<file path="config.mk">
export PLATFORM = sky130hd
export DESIGN_NAME = scaled_multi_timer_table_core
export DESIGN_NICKNAME = d
export VERILOG_FILES = /design/src/rtl/smtt_pkg.sv /design/src/rtl/scaled_multi_timer_table_core.sv /design/src/rtl/smtt_ram.sv /design/src/rtl/smtt_seq.sv
export SDC_FILE = /design/constraint.sdc
export NUM_CORES = 2
export LEC_CHECK = 0
export BUFFER_PORTS_ARGS = -buffer_cell sky130_fd_sc_hd__buf_2
export CAP_MARGIN = 15
export CORE_ASPECT_RATIO = 0.9
export CORE_UTILIZATION = 60
export DETAILED_ROUTE_END_ITERATION = 8
export GPL_TIMING_DRIVEN = 0
export MAX_ROUTING_LAYER = met4
export PLACE_DENSITY = 0.77
export SLEW_MARGIN = 20
export SYNTH_ARGS = -nofsm -noshare
export SYNTH_HDL_FRONTEND = slang
export SYNTH_SLANG_ARGS = --single-unit
</file>
<file path="constraint.sdc">
create_clock -name i_clk -period 9.93 [get_ports i_clk]
set_input_delay 0.4965 -clock i_clk [delete_from_list [all_inputs] [get_ports i_clk]]
set_output_delay 0.4965 -clock i_clk [all_outputs]
set_load 0.03 [all_outputs]
</file>
<file path="src/rtl/smtt_pkg.sv">
// Shared types and constants of the scaled multi-timer table.
// Used by the sequencer and the top level; depends on nothing else.
`timescale 1ns / 1ps
`default_nettype none

package smtt_pkg;

    localparam int unsigned CNT_W       = 31;
    localparam int unsigned ID_W        = 32;
    localparam int unsigned STEP_W      = 16;
    localparam int unsigned CLS_W       = 2;
    localparam int unsigned MAX_RESULTS = 16;
    localparam int unsigned EXP_CNT_W   = $clog2(MAX_RESULTS + 1);
    localparam int unsigned NUM_CFG     = 5;
    localparam int unsigned CFG_IDX_W   = 3;

    // Request codes.
    localparam logic [2:0] FN_START = 3'd0;
    localparam logic [2:0] FN_STOP  = 3'd1;
    localparam logic [2:0] FN_QUERY = 3'd2;
    localparam logic [2:0] FN_TICK  = 3'd3;
    localparam logic [2:0] FN_SPEED = 3'd4;

    // Result status codes.
    localparam logic [2:0] ST_OK        = 3'd0;
    localparam logic [2:0] ST_NOT_FOUND = 3'd1;
    localparam logic [2:0] ST_FULL      = 3'd2;
    localparam logic [2:0] ST_EXPIRED   = 3'd3;
    localparam logic [2:0] ST_NO_EXPIRY = 3'd4;

    // Event classes.
    localparam logic [CLS_W-1:0] CLS_SWITCH  = 2'd0;
    localparam logic [CLS_W-1:0] CLS_EXIT    = 2'd1;
    localparam logic [CLS_W-1:0] CLS_GROUP   = 2'd2;
    localparam logic [CLS_W-1:0] CLS_GENERIC = 2'd3;

    // Class register indexes.
    localparam logic [CFG_IDX_W-1:0] CFG_SWITCH_OPEN      = 3'd0;
    localparam logic [CFG_IDX_W-1:0] CFG_SWITCH_OPEN_LONG = 3'd1;
    localparam logic [CFG_IDX_W-1:0] CFG_EXIT             = 3'd2;
    localparam logic [CFG_IDX_W-1:0] CFG_SHORT_GROUP      = 3'd3;
    localparam logic [CFG_IDX_W-1:0] CFG_LONG_GROUP       = 3'd4;

    typedef struct packed {
        logic [2:0]        func;
        logic [CNT_W-1:0]  start_count;
        logic [ID_W-1:0]   timer_id;
        logic [STEP_W-1:0] step_value;
    } t_in_req;

    typedef struct packed {
        logic [2:0]       status;
        logic [ID_W-1:0]  result_id;
        logic [CNT_W-1:0] remaining;
        logic [CLS_W-1:0] event_class;
        logic             last;
    } t_out_res;

    // One entry of the slot memory.
    typedef struct packed {
        logic [ID_W-1:0]  id;
        logic [CNT_W-1:0] remaining;
        logic [CLS_W-1:0] cls;
    } t_slot;

    localparam int unsigned SLOT_W = $bits(t_slot);

endpackage

`default_nettype wire

</file>
<file path="src/rtl/scaled_multi_timer_table_core.sv">
// Pool of NUM_TIMERS countdown timers kept in one slot memory. One request is
// handled at a time and the slot memory is walked one slot per cycle through its
// single read port while no result waits on a full result register. A tick with
// a nonzero step walks every slot; a start, stop or query ends its walk at the
// slot it hits (it walks every slot on a miss), and set speed or a tick with step
// zero does no walk. The next request is taken while the last result still
// waits in the result register. Expired timers come out in ascending slot order,
// at most 16 per tick.
// Depends on smtt_pkg, smtt_seq and smtt_ram.
`timescale 1ns / 1ps
`default_nettype none

module scaled_multi_timer_table_core
    import smtt_pkg::*;
#(
    parameter int unsigned NUM_TIMERS = 16
) (
    input  wire logic                 i_clk,
    input  wire logic                 i_rst_n,
    input  wire logic                 i_in_valid,
    output logic                      o_in_ready,
    input  wire t_in_req              i_in,
    output logic                      o_out_valid,
    input  wire logic                 i_out_ready,
    output t_out_res                  o_out,
    input  wire logic                 i_cfg_we,
    input  wire logic [CFG_IDX_W-1:0] i_cfg_idx,
    input  wire logic [CNT_W-1:0]     i_cfg_data
);

    localparam int unsigned IW = (NUM_TIMERS > 1) ? $clog2(NUM_TIMERS) : 1;

    logic [CNT_W-1:0] r_dur [NUM_CFG];
    logic [CLS_W-1:0] start_cls;

    logic             ram_re;
    logic [IW-1:0]    ram_raddr;
    logic             ram_we;
    logic [IW-1:0]    ram_waddr;
    t_slot            ram_wdata;
    t_slot            ram_rdata;

    always_ff @(posedge i_clk) begin
        if (!i_rst_n) begin
            for (int k = 0; k < NUM_CFG; k++) begin
                r_dur[k] <= '0;
            end
        end else if (i_cfg_we && i_cfg_idx < CFG_IDX_W'(NUM_CFG)) begin
            r_dur[i_cfg_idx] <= i_cfg_data;
        end
    end

    // The class registers are checked in order; the first match wins.
    always_comb begin
        if (i_in.start_count == r_dur[CFG_SWITCH_OPEN] ||
            i_in.start_count == r_dur[CFG_SWITCH_OPEN_LONG]) begin
            start_cls = CLS_SWITCH;
        end else if (i_in.start_count == r_dur[CFG_EXIT]) begin
            start_cls = CLS_EXIT;
        end else if (i_in.start_count == r_dur[CFG_SHORT_GROUP] ||
                     i_in.start_count == r_dur[CFG_LONG_GROUP]) begin
            start_cls = CLS_GROUP;
        end else begin
            start_cls = CLS_GENERIC;
        end
    end

    smtt_seq #(
        .NUM_TIMERS (NUM_TIMERS)
    ) u_seq (
        .i_clk       (i_clk),
        .i_rst_n     (i_rst_n),
        .i_in_valid  (i_in_valid),
        .o_in_ready  (o_in_ready),
        .i_in        (i_in),
        .i_start_cls (start_cls),
        .o_out_valid (o_out_valid),
        .i_out_ready (i_out_ready),
        .o_out       (o_out),
        .o_ram_re    (ram_re),
        .o_ram_raddr (ram_raddr),
        .o_ram_we    (ram_we),
        .o_ram_waddr (ram_waddr),
        .o_ram_wdata (ram_wdata),
        .i_ram_rdata (ram_rdata)
    );

    smtt_ram #(
        .WIDTH (SLOT_W),
        .DEPTH (NUM_TIMERS)
    ) u_slot_ram (
        .i_clk   (i_clk),
        .i_we    (ram_we),
        .i_waddr (ram_waddr),
        .i_wdata (ram_wdata),
        .i_re    (ram_re),
        .i_raddr (ram_raddr),
        .o_rdata (ram_rdata)
    );

`ifndef SYNTH
    // The walk never reads the slot it writes back in the same cycle.
    a_no_rw_same_slot: assert property (@(posedge i_clk) disable iff (!i_rst_n)
        ram_we && ram_re |-> ram_waddr != ram_raddr)
        else $error("slot memory read and write hit the same entry");

    // Slot writes only happen while a request is in progress.
    a_no_write_idle: assert property (@(posedge i_clk) disable iff (!i_rst_n)
        o_in_ready |-> !ram_we)
        else $error("slot memory written while idle");

    // Only expiries can be followed by more results of the same request.
    a_last_on_single: assert property (@(posedge i_clk) disable iff (!i_rst_n)
        o_out_valid && o_out.status != ST_EXPIRED |-> o_out.last)
        else $error("non-expiry result without last");

    // Failure and quiet results carry no id.
    a_no_id_on_miss: assert property (@(posedge i_clk) disable iff (!i_rst_n)
        o_out_valid && (o_out.status == ST_NOT_FOUND || o_out.status == ST_FULL ||
                        o_out.status == ST_NO_EXPIRY) |-> o_out.result_id == '0)
        else $error("id reported on a failed or quiet result");
`endif

endmodule

`default_nettype wire

</file>
<file path="src/rtl/smtt_ram.sv">
// Generic single-write, single-read synchronous RAM with a registered read.
// Stand-alone; holds the slot entries of the timer table.
`timescale 1ns / 1ps
`default_nettype none

module smtt_ram #(
    parameter int unsigned WIDTH = 65,
    parameter int unsigned DEPTH = 16
) (
    input  wire logic                                 i_clk,
    input  wire logic                                 i_we,
    input  wire logic [(DEPTH > 1 ? $clog2(DEPTH) : 1)-1:0] i_waddr,
    input  wire logic [WIDTH-1:0]                     i_wdata,
    input  wire logic                                 i_re,
    input  wire logic [(DEPTH > 1 ? $clog2(DEPTH) : 1)-1:0] i_raddr,
    output logic [WIDTH-1:0]                          o_rdata
);

    logic [WIDTH-1:0] r_mem [DEPTH];

    always_ff @(posedge i_clk) begin
        if (i_we) begin
            r_mem[i_waddr] <= i_wdata;
        end
        // The read data holds while no read is issued.
        if (i_re) begin
            o_rdata <= r_mem[i_raddr];
        end
    end

endmodule

`default_nettype wire

</file>
<file path="src/rtl/smtt_seq.sv">
// Request sequencer of the timer table: walks the slot memory one slot per cycle
// when not stalled on a full result register, keeps the valid bits, the id
// counter, the step and the result register. Needs smtt_pkg; drives one smtt_ram.
`timescale 1ns / 1ps
`default_nettype none

module smtt_seq
    import smtt_pkg::*;
#(
    parameter int unsigned NUM_TIMERS = 16,
    localparam int unsigned IW = (NUM_TIMERS > 1) ? $clog2(NUM_TIMERS) : 1
) (
    input  wire logic              i_clk,
    input  wire logic              i_rst_n,
    input  wire logic              i_in_valid,
    output logic                   o_in_ready,
    input  wire t_in_req           i_in,
    input  wire logic [CLS_W-1:0]  i_start_cls,
    output logic                   o_out_valid,
    input  wire logic              i_out_ready,
    output t_out_res               o_out,
    output logic                   o_ram_re,
    output logic [IW-1:0]          o_ram_raddr,
    output logic                   o_ram_we,
    output logic [IW-1:0]          o_ram_waddr,
    output t_slot                  o_ram_wdata,
    input  wire t_slot             i_ram_rdata
);

    localparam logic [IW-1:0] LAST_IDX = IW'(NUM_TIMERS - 1);

    typedef enum logic [2:0] {
        S_IDLE = 3'b001,
        S_SCAN = 3'b010,
        S_FIN  = 3'b100
    } t_state;

    t_state                r_state, n_state;
    t_in_req               r_req, n_req;
    logic [CLS_W-1:0]      r_cls, n_cls;
    logic [STEP_W-1:0]     r_step, n_step;
    logic [ID_W-1:0]       r_next_id, n_next_id;
    logic [NUM_TIMERS-1:0] r_valid, n_valid;
    logic [IW-1:0]         r_rd_idx, n_rd_idx;
    logic                  r_rd_more, n_rd_more;
    logic                  r_ev_vld, n_ev_vld;
    logic [IW-1:0]         r_ev_idx, n_ev_idx;
    logic [EXP_CNT_W-1:0]  r_cnt, n_cnt;
    logic                  r_pend_vld, n_pend_vld;
    logic [ID_W-1:0]       r_pend_id, n_pend_id;
    logic [CLS_W-1:0]      r_pend_cls, n_pend_cls;
    logic                  r_out_vld, n_out_vld;
    t_out_res              r_out, n_out;

    logic                  out_free;
    logic                  push;
    t_out_res              push_res;
    logic                  stall;
    logic                  slot_live;
    logic [ID_W-1:0]       new_id;
    logic [CNT_W-1:0]      step_ext;

    assign o_in_ready  = (r_state == S_IDLE);
    assign o_out_valid = r_out_vld;
    assign o_out       = r_out;
    assign out_free    = !r_out_vld || i_out_ready;
    assign slot_live   = r_valid[r_ev_idx];
    assign new_id      = r_next_id + ID_W'(1);
    assign step_ext    = CNT_W'(r_step);

    always_comb begin
        n_state    = r_state;
        n_req      = r_req;
        n_cls      = r_cls;
        n_step     = r_step;
        n_next_id  = r_next_id;
        n_valid    = r_valid;
        n_rd_idx   = r_rd_idx;
        n_rd_more  = r_rd_more;
        n_ev_vld   = r_ev_vld;
        n_ev_idx   = r_ev_idx;
        n_cnt      = r_cnt;
        n_pend_vld = r_pend_vld;
        n_pend_id  = r_pend_id;
        n_pend_cls = r_pend_cls;
        push       = 1'b0;
        push_res   = '0;
        stall      = 1'b0;
        o_ram_re    = 1'b0;
        o_ram_raddr = r_rd_idx;
        o_ram_we    = 1'b0;
        o_ram_waddr = r_ev_idx;
        o_ram_wdata = i_ram_rdata;

        unique case (r_state)
            S_IDLE: begin
                if (i_in_valid) begin
                    n_req      = i_in;
                    n_cls      = i_start_cls;
                    n_rd_idx   = '0;
                    n_rd_more  = 1'b1;
                    n_ev_vld   = 1'b0;
                    n_cnt      = '0;
                    n_pend_vld = 1'b0;
                    unique case (i_in.func)
                        FN_START, FN_STOP, FN_QUERY: begin
                            n_state = S_SCAN;
                        end
                        FN_TICK: begin
                            n_state = (r_step != '0) ? S_SCAN : S_FIN;
                        end
                        FN_SPEED: begin
                            n_step  = i_in.step_value;
                            n_state = S_FIN;
                        end
                        default: begin
                            n_state = S_IDLE;
                        end
                    endcase
                end
            end

            S_SCAN: begin
                // Evaluate the slot whose memory word arrived this cycle.
                if (r_ev_vld) begin
                    unique case (r_req.func)
                        FN_START: begin
                            if (!slot_live) begin
                                if (out_free) begin
                                    push                 = 1'b1;
                                    push_res.status      = ST_OK;
                                    push_res.result_id   = new_id;
                                    push_res.last        = 1'b1;
                                    o_ram_we             = 1'b1;
                                    o_ram_wdata.id        = new_id;
                                    o_ram_wdata.remaining = r_req.start_count;
                                    o_ram_wdata.cls       = r_cls;
                                    n_valid[r_ev_idx]    = 1'b1;
                                    n_next_id            = new_id;
                                    n_state              = S_IDLE;
                                end else begin
                                    stall = 1'b1;
                                end
                            end
                        end
                        FN_STOP, FN_QUERY: begin
                            if (slot_live && i_ram_rdata.id == r_req.timer_id) begin
                                if (out_free) begin
                                    push               = 1'b1;
                                    push_res.status    = ST_OK;
                                    push_res.remaining = i_ram_rdata.remaining;
                                    push_res.last      = 1'b1;
                                    if (r_req.func == FN_STOP) begin
                                        n_valid[r_ev_idx] = 1'b0;
                                    end
                                    n_state = S_IDLE;
                                end else begin
                                    stall = 1'b1;
                                end
                            end
                        end
                        FN_TICK: begin
                            if (slot_live) begin
                                if (i_ram_rdata.remaining > step_ext) begin
                                    o_ram_we              = 1'b1;
                                    o_ram_wdata.remaining = i_ram_rdata.remaining - step_ext;
                                end else if (r_cnt < EXP_CNT_W'(MAX_RESULTS)) begin
                                    // The previous expiry is sent only now, once it is
                                    // known not to be the final result of the tick.
                                    if (r_pend_vld && !out_free) begin
                                        stall = 1'b1;
                                    end else begin
                                        push                 = r_pend_vld;
                                        push_res.status      = ST_EXPIRED;
                                        push_res.result_id   = r_pend_id;
                                        push_res.event_class = r_pend_cls;
                                        n_valid[r_ev_idx]    = 1'b0;
                                        n_pend_vld           = 1'b1;
                                        n_pend_id            = i_ram_rdata.id;
                                        n_pend_cls           = i_ram_rdata.cls;
                                        n_cnt                = r_cnt + EXP_CNT_W'(1);
                                    end
                                end else begin
                                    o_ram_we              = 1'b1;
                                    o_ram_wdata.remaining = '0;
                                end
                            end
                        end
                        default: begin
                            n_state = S_IDLE;
                        end
                    endcase
                end

                if (!stall) begin
                    if (r_rd_more) begin
                        o_ram_re  = 1'b1;
                        n_ev_vld  = 1'b1;
                        n_ev_idx  = r_rd_idx;
                        n_rd_idx  = r_rd_idx + IW'(1);
                        n_rd_more = (r_rd_idx != LAST_IDX);
                    end else begin
                        n_ev_vld = 1'b0;
                        if (!r_ev_vld) begin
                            n_state = S_FIN;
                        end
                    end
                end
            end

            S_FIN: begin
                if (out_free) begin
                    push          = 1'b1;
                    push_res.last = 1'b1;
                    unique case (r_req.func)
                        FN_START: begin
                            push_res.status = ST_FULL;
                        end
                        FN_STOP, FN_QUERY: begin
                            push_res.status = ST_NOT_FOUND;
                        end
                        FN_TICK: begin
                            if (r_pend_vld) begin
                                push_res.status      = ST_EXPIRED;
                                push_res.result_id   = r_pend_id;
                                push_res.event_class = r_pend_cls;
                            end else begin
                                push_res.status = ST_NO_EXPIRY;
                            end
                        end
                        default: begin
                            push_res.status = ST_OK;
                        end
                    endcase
                    n_state = S_IDLE;
                end
            end

            default: begin
                n_state = S_IDLE;
            end
        endcase

        n_out_vld = push ? 1'b1 : (i_out_ready ? 1'b0 : r_out_vld);
        n_out     = push ? push_res : r_out;
    end

    always_ff @(posedge i_clk) begin
        if (!i_rst_n) begin
            r_state    <= S_IDLE;
            r_step     <= '0;
            r_next_id  <= '0;
            r_valid    <= '0;
            r_rd_more  <= 1'b0;
            r_ev_vld   <= 1'b0;
            r_cnt      <= '0;
            r_pend_vld <= 1'b0;
            r_out_vld  <= 1'b0;
        end else begin
            r_state    <= n_state;
            r_step     <= n_step;
            r_next_id  <= n_next_id;
            r_valid    <= n_valid;
            r_rd_more  <= n_rd_more;
            r_ev_vld   <= n_ev_vld;
            r_cnt      <= n_cnt;
            r_pend_vld <= n_pend_vld;
            r_out_vld  <= n_out_vld;
        end
    end

    always_ff @(posedge i_clk) begin
        r_req      <= n_req;
        r_cls      <= n_cls;
        r_rd_idx   <= n_rd_idx;
        r_ev_idx   <= n_ev_idx;
        r_pend_id  <= n_pend_id;
        r_pend_cls <= n_pend_cls;
        r_out      <= n_out;
    end

endmodule

`default_nettype wire

</file>
## Yosys cells after proc, flatten, opt, wreduce, memory -nomap -nowiden

Memory sizes are Yosys's and may differ from the RTL's. A register that Yosys moved wholly into a read port is not among the register bits.
Index checks and enable logic that the tools add are counted.

| word-level totals | value |
|---|---|
| register bits after elaboration | 255 |
| bits in writable memories | 1195 |
| input port bits | 121 |
| logic and storage cells | 237 |
| memories kept | 2 |

Memory list:

| memory | depth | bits a word | rd ports | clocked after Yosys merged registers in | write ports | line | source |
|---|---|---|---|---|---|---|---|
| u_slot_ram.r_mem | 16 | 65 | 1 | 1 | 1 | smtt_ram.sv:19 | `logic [WIDTH-1:0] r_mem [DEPTH];` |
| r_dur | 5 | 31 | 5 | 0 | 5 | scaled_multi_timer_table_core.sv:33 | `logic [CNT_W-1:0] r_dur [NUM_CFG];` |

| operators by class | value |
|---|---|
| $add $sub $neg | 4 |
| magnitude comparators | 5 |
| equality and inequality tests | 35 |
| mux-type cells | 132 |
| bitwise logic cells | 7 |
| reduce and logical (&&, ||, !) cells | 29 |

Operators by type and width:

| operator | count |
|---|---|
| $mux W65 | 4 |
| $mux W31 | 7 |
| $mux W35 | 5 |
| $eq A31 B31 Y1 | 5 |
| $mux W16 | 9 |
| $mux W32 | 4 |
| $pmux W35 S2 | 1 |
| $mux W69 | 1 |
| $pmux W32 S2 | 1 |
| $pmux W31 S2 | 1 |
| $mux W1 | 49 |
| $pmux W16 S3 | 1 |
| $mux W3 | 12 |
| $pmux W3 S3 | 4 |
| $mux W5 | 7 |
| $mux W34 | 1 |
| $add A32 B1 Y32 const B | 1 |
| $eq A32 B32 Y1 | 1 |
| $gt A31 B16 Y1 | 1 |
| $reduce_or A31 Y1 | 1 |
| $sub A31 B16 Y31 | 1 |
| $ne A2 B1 Y1 const B | 10 |
| $and A16 B16 Y16 | 1 |
| $mux W2 | 8 |
| 38 further kinds | 76 |

## Longest topological paths before layout

| depth | value |
|---|---|
| depth after elaboration | 13 |
| mapped depth | 12 |
| mapped depth without buffers | 12 |

## Modules after synthesis

From an unflattened synthesis, not the netlist that was laid out.

| second synthesis, totals | value |
|---|---|
| cell total of the unflattened synthesis | 3473 |
| area, all modules | 61371.4 sq um |

By module, submodules not included:

| module | times used | cells an instance | area each (sq um) | seq. area each (sq um) |
|---|---|---|---|---|
| smtt_ram | 1 | 1673 | 40894.2 | 33181.8 |
| smtt_seq | 1 | 1222 | 12762.2 | 6896.6 |
| scaled_multi_timer_table_core | 1 | 578 | 7714.9 | 4654.5 |

## Least setup slack after synthesis

Ideal clock, no wire load.

| timing | value |
|---|---|
| kind | flip-flop to flip-flop |
| start point | register u_slot_ram.o_rdata[12] (read register of u_slot_ram.r_mem) |
| end point | register u_seq.r_out (netlist bit u_seq.o_out[0]) (enable) |
| setup time | 591 ps |
| arrival time | 7039 ps |
| required time | 9339 ps |
| setup slack | 2300 ps |
| cell stages (with the launch flop) | 9 |
| path buffers | 0 |
| period minus slack after synthesis | 7630 ps |
| path through | edfxtp_1 -> ha_1 -> a21oi_1 -> o21ai_0 -> a221o_1 -> or3_1 -> a211oi_1 -> o31ai_1 -> o21ai_0 |

| on the way | value |
|---|---|
| longest elaborated chain between the ends | 6 |

RTL lines:

| item | line | source |
|---|---|---|
| start, declared | smtt_ram.sv:16 | `output logic [WIDTH-1:0] o_rdata` |
| $gt A31 B16 Y1 | smtt_seq.sv:164 | `if (i_ram_rdata.remaining > step_ext) begin` |
| $mux W1 | smtt_seq.sv:164 |  |
| $mux W1 | smtt_seq.sv:163 | `if (slot_live) begin` |
| $pmux W1 S3 | smtt_seq.sv:126 | `unique case (r_req.func)` |
| $mux W1 | smtt_seq.sv:125 | `if (r_ev_vld) begin` |
| $pmux W1 S2 | smtt_seq.sv:95 | `unique case (r_state)` |
| end signal, assigned | smtt_seq.sv:279 | `r_out <= n_out;` |
| end, declared | smtt_seq.sv:53 | `t_out_res r_out, n_out;` |

No other way between the ends.
A chain may end at the register's enable or synchronous reset.

## Worst setup path after layout

| timing | value |
|---|---|
| start point | register u_slot_ram.o_rdata[14] (read register of u_slot_ram.r_mem) |
| end point | memory u_slot_ram.r_mem[0][53] (enable) |

| on the way | value |
|---|---|
| longest elaborated chain between the ends | 8 |

RTL lines:

| item | line | source |
|---|---|---|
| $gt A31 B16 Y1 | smtt_seq.sv:164 |  |
| $mux W1 | smtt_seq.sv:164 |  |
| $mux W1 | smtt_seq.sv:163 |  |
| $pmux W1 S2 | smtt_seq.sv:126 |  |
| $mux W1 | smtt_seq.sv:125 |  |
| $mux W1 | smtt_seq.sv:95 |  |
| $mux W1 | smtt_ram.sv:22 | `if (i_we) begin` |
| $mux W1 (not written as such) | smtt_ram.sv:23 | `r_mem[i_waddr] <= i_wdata;` |
| end, declared | smtt_ram.sv:19 |  |

No other way between the ends.

==> reports/results.tsv <==
metric	value	unit
Post-Synthesis Cell Area	60980	um^2
R2R Setup Slk	4480	ps
Final Power	13.17	mW
largest net degree at the start of global routing	39	
router iterations before antenna repair	6	
sw frac	21.44	%
Synth Instances	3272	
H-tree Lvls	4	
Worst Setup Path Type	flip-flop to flip-flop	
Crit path required time	10390	ps
P_leak	23.40	nW
Startpoint Class	flip-flop	
later-pin clock latency in the skew report	780	ps
Vias/cell	6.661	
CP dominant cell by count	buf_4	
FP Rows	110	
Post-synth top flop	edfxtp_1	
CP delay by family, top	simple AND/OR/NAND/NOR gates	
Die ar.	102900	um^2
routability cong.	0.9636	
Initial Util	60.78	%
cts bufs inserted	147	
WL final	172.7	mm
switching power	2.822	mW
slew margin rel.	19.75	%
CP peak stage delay	680	ps
Worst Path Buf+Inv	6	
Worst Max-Slew Pin Slew	1204	ps
outcome	finished, final reports clean	
Routed wire per std cell	32.23	um
Peak VDD IR	0.2043	mV
Reg clk slew, reported paths	60	ps
chip width	338.0	um
Layout area overhead	16.69	%
Yosys warning total	0	
crit path cell chain	ha_1, clkbuf_1, and4_1, nor3b_2, o211a_1, or3_1, a211oi_1, o21ai_1, nand2_1, buf_2, nor3_2, buf_4, buf_6, buf_4, buf_4	
fmax	183.4	MHz
drt drc	0	
CTS sink cnt	1515	
fin crit share	54.91	%
CTS Buffer Depth	3	
critical path data arrival time	5910	ps
CTS root buf	clkbuf_16	
Hold Crit Class	primary input to flip-flop	
async set-or-reset flop fraction in the synthesized netlist	0	%
Ports	192	
number of global-route vias before repair	35350	
layout cells sized above 1	25.77	%
Internal	10.34	mW
max cap viols	0	
Worst Skew	33.13	ps
Final setup violation count	0	
Slowest-stage cell, CP	nor3_2	
GRT Overall Usage	35.27	%
Congestion Overflow GR	0	
Flop pwr share	53.4	%
Layout Nets	4035	
core area	100300	um^2
largest fanout on the critical path	10	
hold_sp	i_in[79]	
Crit. End Element	flip-flop	
count of different cell masters after synthesis	71	
crit path time final	5453	ps
number of synthesized flops with an enable pin	1439	
Final Slew Violations	0	
crit path launch	u_slot_ram.o_rdata[14]	
Comb pwr share	5.5	%
syn_area_per_cell	18.64	um^2
first-pass GRT wire length	246.2	mm
CTS tree	done	
initial antenna violation count	5	
flops & latches, synth	1515	
Final Hold Viols	0	
Stages on worst setup path	15	
Post-Synthesis Net Count	3413	
pwr dens	185.0	nW/um^2
Clock Power Share	41.1	%
final worst-path setup slack	4477	ps
Iter 0 DRT Violations	5637	
Reg2Reg Depth	15	
Port Buffer Count	190	
post-route cell area	71160	um^2
Worst R2R Start	u_slot_ram.o_rdata[14]	
remaining antenna violation count	0	
Post-DP HPWL	117.0	mm
die height	304.4	um
Seq/Total Area, Yosys	73.36	%
final core utilization	70.92	%
cts repair resizes	0	
hold path cells	1	
DP Worst Slack	4787	ps
RSZ-0062 raised after global routing	false	
total via count in the routed design	35680	
Placed Area	65680	um^2
setup bufs post-CTS	0	
stage by stage:
stage,std cells,TNS (ps),hold slack [ps]
6_report,5357,0,36.95
5_1_grt,5355,0,5.962
4_1_cts,5352,0,0.4636
3_5_place_dp,5010,0,452.7
3_3_place_gp,4806,-4715190,447.3
2_1_floorplan,3272,0,424.4
layout by cell type, fill, tap and decap left out, drive strengths merged, types with 7 or more instances in the layout:
cell type	n
edfxtp	1439
buf	418
clkbuf	348
mux4	329
and2	170
xnor2	128
nand2	127
xor2	116
nor2	91
dlygate4sd3	79
a21oi	79
dfxtp	76
clkinv	53
o21ai	51
and3	47
nand4	45
nor4	40
o2bb2ai	37
inv	37
nor3	29
nand3	28
o211ai	25
a22oi	21
o31ai	19
ha	19
nand2b	18
nor2b	13
a221o	13
or3	11
a21o	10
bufinv	9
o21a	7
power groups by stage:
stage | logic (mW) | registers [mW] | clock network (mW)
after detailed placement | 0.680 | 7.17 | 0
after CTS | 0.714 | 7.04 | 5.43
final | 0.720 | 7.04 | 5.41
after global placement | 0.659 | 7.17 | 0
after global routing | 0.753 | 7.04 | 5.68
after floorplan | 0.435 | 7.16 | 0
synth_stat cells (all sizes together) (19+ instances only):
cell type / n / area share, %
a21oi: 79 / 0.65
mux4: 329 / 12
ha: 19 / 0.39
inv: 29 / 0.18
nor2: 91 / 0.57
xor2: 116 / 1.7
buf: 34 / 0.26
nand4: 45 / 0.46
a22oi: 21 / 0.26
o211ai: 25 / 0.31
and3: 47 / 0.48
o2bb2ai: 37 / 0.53
nor3: 29 / 0.24
nand2: 127 / 0.79
and2: 170 / 1.7
xnor2: 128 / 1.8
o31ai: 19 / 0.23
edfxtp: 1439 / 71
clkbuf: 149 / 0.92
nand3: 28 / 0.25
o21ai: 51 / 0.42
dfxtp: 76 / 2.5
nor4: 40 / 0.42
cell type report:
type	instances	area [um^2]
Sequential cell	1515	44730
Antenna cell	4	10.01
Tap cell	1344	1682
Buffer	183	749.5
Multi-Input combinational cell	1545	15690
Timing Repair Buffer	473	3612
Clock buffer	189	3910
Clock inverter	75	661.9
Fill cell	5953	29180
Inverter	29	111.4
registers in the layout (all words and copies together), names as in the netlist, 3 cells and up, named ones only:
| register | cells |
|---|---|
| r_dur | 155 |
| u_seq.o_out | 69 |
| u_seq.o_ram_raddr | 4 |
| u_seq.o_ram_waddr | 4 |
| u_seq.r_cnt | 5 |
| u_seq.r_next_id | 32 |
| u_seq.r_pend_id | 32 |
| u_seq.r_req | 66 |
| u_seq.r_state | 3 |
| u_seq.r_step | 16 |
| u_slot_ram.o_rdata | 65 |
| u_slot_ram.r_mem | 1040 |
per-layer routing:
layer | share of wire [%] | up-vias | track usage (%) | wire length, um
li1 | - | 14360 | - | -
met1 | 36 | 18210 | 47.10 | 61790
met2 | 48 | 2667 | 54.05 | 83110
met3 | 12 | 451 | 7.443 | 20570
met4 | 4.2 | 0 | 13.06 | 7197
met5 | 0 | - | - | 0
logic make-up after synthesis:
| family | Yosys count | synth area share, % |
|---|---|---|
| flops | 1515 | 73.36 |
| mux | 332 | 12.20 |
| compound gates | 304 | 3.416 |
| fa+ha+maj | 20 | 0.4227 |
| buf+inv | 212 | 1.356 |
| simple gates | 645 | 5.741 |
| xor+xnor | 244 | 3.505 |
worst reg2reg max path, stage by stage (launching register included):
cell,delay [ps]
edfxtp_1,510
ha_1,330
clkbuf_1,330
and4_1,310
nor3b_2,290
o211a_1,240
or3_1,230
a211oi_1,180
o21ai_1,570
nand2_1,170
buf_2,310
nor3_2,690
buf_4,330
buf_6,180
buf_4,230
buf_4,250
worst paths after layout:
path	endpoint
worst max register to register	u_slot_ram.r_mem[0][53]
worst min-delay path	u_seq.r_req[79]
worst min register to register	u_seq.r_step[3]
worst max-delay path	u_slot_ram.r_mem[0][53]
what timing repair did:
| action | in CTS | in global routing |
|---|---|---|
| setup endpoints to repair | 0 | 0 |
| hold endpoints to repair | 78 | 1 |
| hold buffers | 78 | 1 |
Note: power is estimated with default switching activity, not from simulation.
